**src/sv/iprt_pkg.sv**
```systemverilog
`timescale 1ns / 1ps
// ----------------------------------------------------------------------------
// iprt_pkg: shared types and constants of the IPv4 route lookup core
// Item and result layouts, status codes, table entry and match unit control.
// ----------------------------------------------------------------------------
package iprt_pkg;

  localparam int TABLE_DEPTH_DEF = 16;
  localparam int PORT_COUNT_DEF  = 4;

  localparam logic [7:0]  PROTO_UDP    = 8'h11;
  localparam logic [13:0] METRIC_LIMIT = 14'd10000;

  localparam logic       ACT_WRITE = 1'b0;
  localparam logic       ACT_ROUTE = 1'b1;

  localparam logic [2:0] ST_FORWARD     = 3'd0;
  localparam logic [2:0] ST_NOT_UDP     = 3'd1;
  localparam logic [2:0] ST_TTL_EXPIRED = 3'd2;
  localparam logic [2:0] ST_NO_ROUTE    = 3'd3;
  localparam logic [2:0] ST_WRITTEN     = 3'd4;

  typedef struct packed {
    logic        action;
    logic [3:0]  entry_index;
    logic [31:0] entry_network;
    logic [31:0] entry_mask;
    logic [1:0]  entry_port;
    logic [13:0] entry_metric;
    logic [7:0]  packet_protocol;
    logic [7:0]  packet_ttl;
    logic [31:0] dst_address;
  } in_item_t;

  typedef struct packed {
    logic [2:0] status;
    logic [1:0] egress_port;
    logic [7:0] new_ttl;
  } out_item_t;

  typedef struct packed {
    logic [31:0] network;
    logic [31:0] mask;
    logic [1:0]  port;
    logic [13:0] metric;
  } route_entry_t;

  typedef struct packed {
    logic clear;
    logic step;
  } match_ctl_t;

endpackage

```
**src/sv/iprt_table.sv**
```systemverilog
`timescale 1ns / 1ps
// ----------------------------------------------------------------------------
// iprt_table: route table memory
// One write port, one read port with registered read data.
// ----------------------------------------------------------------------------
module iprt_table #(
  parameter int  DEPTH = iprt_pkg::TABLE_DEPTH_DEF,
  localparam int AW    = (DEPTH > 1) ? $clog2(DEPTH) : 1
) (
  input  logic                  clk,
  input  logic                  wr_en,
  input  logic [AW-1:0]         wr_addr,
  input  iprt_pkg::route_entry_t wr_data,
  input  logic [AW-1:0]         rd_addr,
  output iprt_pkg::route_entry_t rd_data
);

  iprt_pkg::route_entry_t mem [DEPTH];
  iprt_pkg::route_entry_t rd_data_r;

  always_ff @(posedge clk) begin
    if (wr_en) begin
      mem[wr_addr] <= wr_data;
    end
  end

  always_ff @(posedge clk) begin
    rd_data_r <= mem[rd_addr];
  end

  assign rd_data = rd_data_r;

endmodule

```
**src/sv/iprt_match.sv**
```systemverilog
`timescale 1ns / 1ps
// ----------------------------------------------------------------------------
// iprt_match: shared masked comparator and lowest metric tracker
// Check one entry per step; keep the first entry with the smallest metric.
// ----------------------------------------------------------------------------
module iprt_match (
  input  logic                   clk,
  input  logic                   rst_n,
  input  iprt_pkg::match_ctl_t   ctl,
  input  logic [31:0]            dst,
  input  iprt_pkg::route_entry_t entry,
  output logic                   found,
  output logic [1:0]             best_port
);

  logic        found_r, found_nxt;
  logic [13:0] best_r, best_nxt;
  logic [1:0]  port_r, port_nxt;
  logic        hit;

  // strict less-than keeps the earlier entry on a tie
  assign hit = (((dst ^ entry.network) & entry.mask) == 32'd0) && (entry.metric < best_r);

  always_comb begin
    found_nxt = found_r;
    best_nxt  = best_r;
    port_nxt  = port_r;
    if (ctl.clear) begin
      found_nxt = 1'b0;
      best_nxt  = iprt_pkg::METRIC_LIMIT;
      port_nxt  = 2'd0;
    end else if (ctl.step && hit) begin
      found_nxt = 1'b1;
      best_nxt  = entry.metric;
      port_nxt  = entry.port;
    end
  end

  always_ff @(posedge clk) begin
    if (!rst_n) begin
      found_r <= 1'b0;
    end else begin
      found_r <= found_nxt;
    end
  end

  always_ff @(posedge clk) begin
    best_r <= best_nxt;
    port_r <= port_nxt;
  end

  assign found     = found_r;
  assign best_port = port_r;

endmodule

```
**src/sv/ipv4_min_metric_route_lookup_core.sv**
```systemverilog
`timescale 1ns / 1ps
// ----------------------------------------------------------------------------
// ipv4_min_metric_route_lookup_core: IPv4 lowest metric route lookup
// Route table with write items and a sequential lowest-metric search.
// ----------------------------------------------------------------------------
// One input transfer is taken at a time and always yields one result
// transfer. A write item, a packet that is not UDP and a packet whose TTL
// reaches zero go from the accept state straight to the output stage, as
// does a routed packet when route_count is zero (route_count is clamped to
// TABLE_DEPTH). Other routed packets scan the table; its single read port
// means a shared masked comparator and metric tracker checks one entry per
// cycle on the registered read data; a drain state covers the last compare.
// The output register holds a finished result while the next item is taken;
// a new result waits until that register is free. route_count is written
// through the cfg_ port and must only change while the block is idle. Table
// contents come up undefined after reset; load every entry below route_count
// before routing packets.
// ----------------------------------------------------------------------------
module ipv4_min_metric_route_lookup_core #(
  parameter int TABLE_DEPTH = iprt_pkg::TABLE_DEPTH_DEF,
  parameter int PORT_COUNT  = iprt_pkg::PORT_COUNT_DEF
) (
  input  logic                clk,
  input  logic                rst_n,
  input  logic                in_valid,
  output logic                in_stall,
  input  iprt_pkg::in_item_t  in_data,
  output logic                out_valid,
  input  logic                out_stall,
  output iprt_pkg::out_item_t out_data,
  input  logic                cfg_valid,
  output logic                cfg_ready,
  input  logic [4:0]          cfg_data
);

  localparam int AW    = (TABLE_DEPTH > 1) ? $clog2(TABLE_DEPTH) : 1;
  localparam int CNT_W = $clog2(TABLE_DEPTH + 1);
  localparam int LW    = (CNT_W > 5) ? CNT_W : 5;

  // sequencer states
  localparam logic [1:0] S_IDLE   = 2'd0;
  localparam logic [1:0] S_SCAN   = 2'd1;
  localparam logic [1:0] S_DRAIN  = 2'd2;
  localparam logic [1:0] S_FINISH = 2'd3;

  logic [1:0]          state_r, state_nxt;
  logic [4:0]          route_count_r;
  logic [AW-1:0]       idx_r, idx_nxt;
  logic [AW-1:0]       last_r, last_nxt;
  logic                rd_vld_r, rd_vld_nxt;
  logic [31:0]         dst_r, dst_nxt;
  logic [7:0]          ttl_r, ttl_nxt;
  logic [2:0]          status_r, status_nxt;
  logic                out_valid_r, out_valid_nxt;
  iprt_pkg::out_item_t out_data_r, out_data_nxt;

  logic                   in_xfer;
  logic                   out_free;
  logic [7:0]             ttl_dec;
  logic [LW-1:0]          count_ext;
  logic [LW-1:0]          limit;
  logic                   wr_en;
  logic                   index_ok;
  iprt_pkg::route_entry_t wr_entry;
  iprt_pkg::route_entry_t rd_entry;
  iprt_pkg::match_ctl_t   match_ctl;
  logic                   found;
  logic [1:0]             best_port;
  logic [1:0]             port_red;

  assign in_stall  = (state_r != S_IDLE);
  assign in_xfer   = in_valid && !in_stall;
  assign out_free  = !out_valid_r || !out_stall;
  assign cfg_ready = 1'b1;

  // configuration: entries in use
  always_ff @(posedge clk) begin
    if (!rst_n) begin
      route_count_r <= 5'd0;
    end else if (cfg_valid && cfg_ready) begin
      route_count_r <= cfg_data;
    end
  end

  // clamp the count to the table size
  assign count_ext = LW'(route_count_r);
  assign limit     = (count_ext > LW'(TABLE_DEPTH)) ? LW'(TABLE_DEPTH) : count_ext;
  assign ttl_dec   = in_data.packet_ttl - 8'd1;

  // reduce the stored port modulo PORT_COUNT; the 2-bit value stays below
  // twice the port count when PORT_COUNT is two or more, so one compare and subtract does it
  always_comb begin
    port_red = in_data.entry_port;
    if (7'(in_data.entry_port) >= 7'(PORT_COUNT)) begin
      port_red = in_data.entry_port - 2'(PORT_COUNT);
    end
  end

  assign index_ok          = 9'(in_data.entry_index) < 9'(TABLE_DEPTH);
  assign wr_en             = in_xfer && (in_data.action == iprt_pkg::ACT_WRITE) && index_ok;
  assign wr_entry.network  = in_data.entry_network;
  assign wr_entry.mask     = in_data.entry_mask;
  assign wr_entry.port     = port_red;
  assign wr_entry.metric   = in_data.entry_metric;

  // clear the tracker on every transfer in, step it on each read data beat
  assign match_ctl.clear = in_xfer;
  assign match_ctl.step  = rd_vld_r;

  iprt_table #(
    .DEPTH(TABLE_DEPTH)
  ) u_table (
    .clk    (clk),
    .wr_en  (wr_en),
    .wr_addr(AW'(in_data.entry_index)),
    .wr_data(wr_entry),
    .rd_addr(idx_r),
    .rd_data(rd_entry)
  );

  iprt_match u_match (
    .clk      (clk),
    .rst_n    (rst_n),
    .ctl      (match_ctl),
    .dst      (dst_r),
    .entry    (rd_entry),
    .found    (found),
    .best_port(best_port)
  );

  always_comb begin
    state_nxt     = state_r;
    idx_nxt       = idx_r;
    last_nxt      = last_r;
    rd_vld_nxt    = 1'b0;
    dst_nxt       = dst_r;
    ttl_nxt       = ttl_r;
    status_nxt    = status_r;
    out_valid_nxt = out_valid_r && out_stall;
    out_data_nxt  = out_data_r;

    case (state_r)
      S_IDLE: begin
        if (in_xfer) begin
          state_nxt = S_FINISH;
          ttl_nxt   = 8'd0;
          if (in_data.action == iprt_pkg::ACT_WRITE) begin
            status_nxt = iprt_pkg::ST_WRITTEN;
          end else if (in_data.packet_protocol != iprt_pkg::PROTO_UDP) begin
            status_nxt = iprt_pkg::ST_NOT_UDP;
          end else if (ttl_dec == 8'd0) begin
            status_nxt = iprt_pkg::ST_TTL_EXPIRED;
          end else begin
            // no route until the scan finds one
            status_nxt = iprt_pkg::ST_NO_ROUTE;
            ttl_nxt    = ttl_dec;
            dst_nxt    = in_data.dst_address;
            idx_nxt    = '0;
            last_nxt   = AW'(limit - LW'(1));
            if (limit != '0) begin
              state_nxt = S_SCAN;
            end
          end
        end
      end
      S_SCAN: begin
        // issue one table read per cycle
        rd_vld_nxt = 1'b1;
        if (idx_r == last_r) begin
          state_nxt = S_DRAIN;
        end else begin
          idx_nxt = idx_r + AW'(1);
        end
      end
      S_DRAIN: begin
        // last entry is compared this cycle
        state_nxt = S_FINISH;
      end
      S_FINISH: begin
        // hold until the output register frees up
        if (out_free) begin
          out_valid_nxt        = 1'b1;
          out_data_nxt.new_ttl = ttl_r;
          if ((status_r == iprt_pkg::ST_NO_ROUTE) && found) begin
            out_data_nxt.status      = iprt_pkg::ST_FORWARD;
            out_data_nxt.egress_port = best_port;
          end else begin
            out_data_nxt.status      = status_r;
            out_data_nxt.egress_port = 2'd0;
          end
          state_nxt = S_IDLE;
        end
      end
      default: begin
        state_nxt = S_IDLE;
      end
    endcase
  end

  always_ff @(posedge clk) begin
    if (!rst_n) begin
      state_r     <= S_IDLE;
      rd_vld_r    <= 1'b0;
      out_valid_r <= 1'b0;
    end else begin
      state_r     <= state_nxt;
      rd_vld_r    <= rd_vld_nxt;
      out_valid_r <= out_valid_nxt;
    end
  end

  always_ff @(posedge clk) begin
    idx_r      <= idx_nxt;
    last_r     <= last_nxt;
    dst_r      <= dst_nxt;
    ttl_r      <= ttl_nxt;
    status_r   <= status_nxt;
    out_data_r <= out_data_nxt;
  end

  assign out_valid = out_valid_r;
  assign out_data  = out_data_r;

endmodule

```
**config.mk**
```make
export PLATFORM = sky130hd
export DESIGN_NAME = ipv4_min_metric_route_lookup_core
export DESIGN_NICKNAME = d
export VERILOG_FILES = /design/src/sv/iprt_pkg.sv /design/src/sv/iprt_table.sv /design/src/sv/iprt_match.sv /design/src/sv/ipv4_min_metric_route_lookup_core.sv
export SDC_FILE = /design/constraint.sdc
export NUM_CORES = 1
export LEC_CHECK = 0
export BUFFER_PORTS_ARGS = -buffer_cell sky130_fd_sc_hd__buf_2
export CORE_ASPECT_RATIO = 1.4
export CORE_MARGIN = 2
export CORE_UTILIZATION = 50
export CTS_CLUSTER_DIAMETER = 40
export DETAILED_ROUTE_END_ITERATION = 10
export PLACE_DENSITY = 0.74
export SYNTH_ARGS = -nofsm -noshare
export SYNTH_HDL_FRONTEND = slang
export SYNTH_HIERARCHICAL = 1
export SYNTH_SLANG_ARGS = --single-unit
```
**constraint.sdc**
```tcl
create_clock -name clk -period 24.1 [get_ports clk]
set_input_delay 3.615 -clock clk [delete_from_list [all_inputs] [get_ports clk]]
set_output_delay 3.615 -clock clk [all_outputs]
set_load 0.01 [all_outputs]
```
==> results.ini <==
[clocking]
cts_sinks = 1450
clk_latency_ps = 750
cts_hold_buf = 0
cts_tree = done
cts_made_buffers = 135
post-cts-setup-buffers = 0
root_buffer = clkbuf_16
cts_resized = 0
clk_path_buf_depth = 3
h-tree-depth = 4
path_clk_slew_ps = 60

[layout]
nets = 2798
area_growth_pct = 12.6
final_area_sq_um = 60600
fillers = 7489
drive_above_1_share = 0.276
fin_util = 0.567

[worst_setup_path]
path_buf_inv = 2
slowest_delay_ps = 940
cp-end-kind = register
crit_family = simple AND/OR/NAND/NOR gates
cp_slowest_cell = nor2_4
crit_arrival_ps = 6580
crit_chain = buf_2, nand2_1, nor2_1, nand3_1, nor2_4, buf_4
crit_type = primary input to register
r2r_slack_ps = 19870
path_max_fanout = 50
crit_path_start_kind = primary input
cp.required_ps = 24450

[route]
routed_wl_um = 122000
routed_via_density = 6.08
drt-initial-drc-count = 2563
post_drt_wl_per_cell_um = 29.3
vias = 25500
drc = 0
drt-pass1-iter-count = 5
ant_nets = 0

[timing]
setup_ws_ps = 17870
hold_slack_ps = 413
rsz0062_at_grt = no
fin_skew_ps = 32.1
fmax_mhz = 160
post-route-period-util = 0.259
final_max_slew_viol_count = 0
finalSetupTns_ps = 0
finalHoldViolCount = 0
slew-limit-headroom = 0.163
final-setup-viol-count = 0
worst_slew_pin_slew_ps = 1260
fin_crit_ps = 6230

[die]
core-area_sq_um = 107000
die_y_um = 392
design.die.area_sq_um = 110000
start_util = 0.504
rows = 142
die_width_um = 281
ios = 159

[synthesis]
synth_common_cells = edfxtp_1 (1344), mux4_2 (320), a22oi_1 (172)
synth_edf_count = 1344
ys.flop_type = edfxtp_1
synth_top_area_cell = edfxtp_1
synth_warnings = 6
syn_nets = 2579
syn_inst = 2415
synth_most_common_cell = edfxtp_1
yosysUniqueCellTypes = 57
syn_area_sq_um = 53800
syn_area_per_cell_sq_um = 22.3
yosys-top-cells-area = edfxtp_1 (75%), mux4_2 (13%), dfxtp_1 (3.9%)
synth_top_area_frac = 0.750
async_flop_share = 0
ys_seq_area_frac = 0.790
synth_seq_cells = 1450

[global_route]
grt_pass1_vias = 26300
met3_usage = 0.0489
overflow = 0
grt_pass1_wl_um = 178000
antenna_found_initial = 22
grt_max_degree = 163
grtUsageTotal = 0.226
grt-busiest-layer = met2
met2_usage = 0.390
grtUsageMet1 = 0.278

[pwr]
peakVddDrop_v = 0.0000805
leakagePower_nw = 19.4
share_comb_of_total_power = 0.123
p_int_w = 0.00429
p_seq_frac = 0.511
p_sw_frac = 0.241
pwr-share-clk = 0.366
p_sw_w = 0.00136
power_density_nw_per_um2 = 93.2

[status]
status = complete, no violations

[placement]
numPortBuffers = 157
gp_congestion = 0.800
placed_cell_area_sq_um = 56200
pre_cts_ws_ps = 17160
dp_hpwl_um = 69100

[run]
drv_cap = 0

[min_path]
holdCritPathClass = register to register

-- layout make-up --
type	instances	area [sq um]	area share
well taps	1440	1800	0.0298
clock buffers	175	3700	0.0611
inverters	27	101	0.00167
multi-input cells	821	10700	0.177
diodes	8	20.0	0.000331
repair buffers	199	1130	0.0186
clock inverters	65	594	0.00981
flip-flops and latches	1450	42500	0.702
-- cells in the final DEF (no fill, tap or decap), drive strengths merged, types with 9 or more instances in the layout --
master  synthesis  routed
edfxtp       1344    1344
mux4          320     320
buf            72     199
clkbuf         45     175
a22oi         172     172
dfxtp         106     106
nand2          91      91
clkinv          0      45
xor2           38      38
inv            27      36
nand3          28      28
nor2           28      28
ha             21      21
o21ai          19      19
a21oi          19      19
nor2b           9       9
-- power by group through the flow --
stage               Clock, W  Combinational, W  Sequential [W]
finish               0.00207          0.000692         0.00289
global route         0.00219          0.000734         0.00289
CTS                  0.00209          0.000698         0.00289
floorplan                  0          0.000463         0.00292
global placement           0          0.000676         0.00294
detailed placement         0          0.000692         0.00294
-- state kept, by name (all words and copies together) (netlist names), 2 cells and up --
register           count
out_data              13
state_r                2
u_table/mem         1280
u_match/best_port      2
status_r               3
last_r                 4
idx_r                  4
dst_r                 32
u_table/rd_data       80
ttl_r                  8
u_match/best_r        14
count_ext              5
-- layer usage --
layer	routed length [um]	vias up
met5	122	-
li1	-	10500
met1	44500	13500
met2	64500	1170
met4	4260	18
met3	8990	232
-- kinds of logic after synthesis --
| group | synth area share |
|---|---|
| adders and majority gates | 0.00489 |
| other | 0.0000697 |
| AOI/OAI and AO/OA | 0.0315 |
| muxes | 0.135 |
| buffers and inverters | 0.0133 |
| xor gates and xnor gates | 0.00717 |
| DFF | 0.790 |
| and+or+nand+nor | 0.0183 |
-- path summary, 6_finish.rpt --
kind / cells after the start / startpoint / to
setup / recovery: 6 / in_valid / u_table/mem[13][5]
hold / removal: 0 / ttl_r[7] / out_data[7]
setup reg to reg: 6 / idx_r[0] / u_table/rd_data[71]
hold reg to reg: 0 / ttl_r[7] / out_data[7]
-- stage by stage --
step	std cells	power (W)
after global placement	3937	0.00361
after floorplan	2415	0.00338
final	4185	0.00565
after global routing	4181	0.00582
after detailed placement	3937	0.00363
after CTS	4177	0.00568
(Power assumes the default switching activity.)
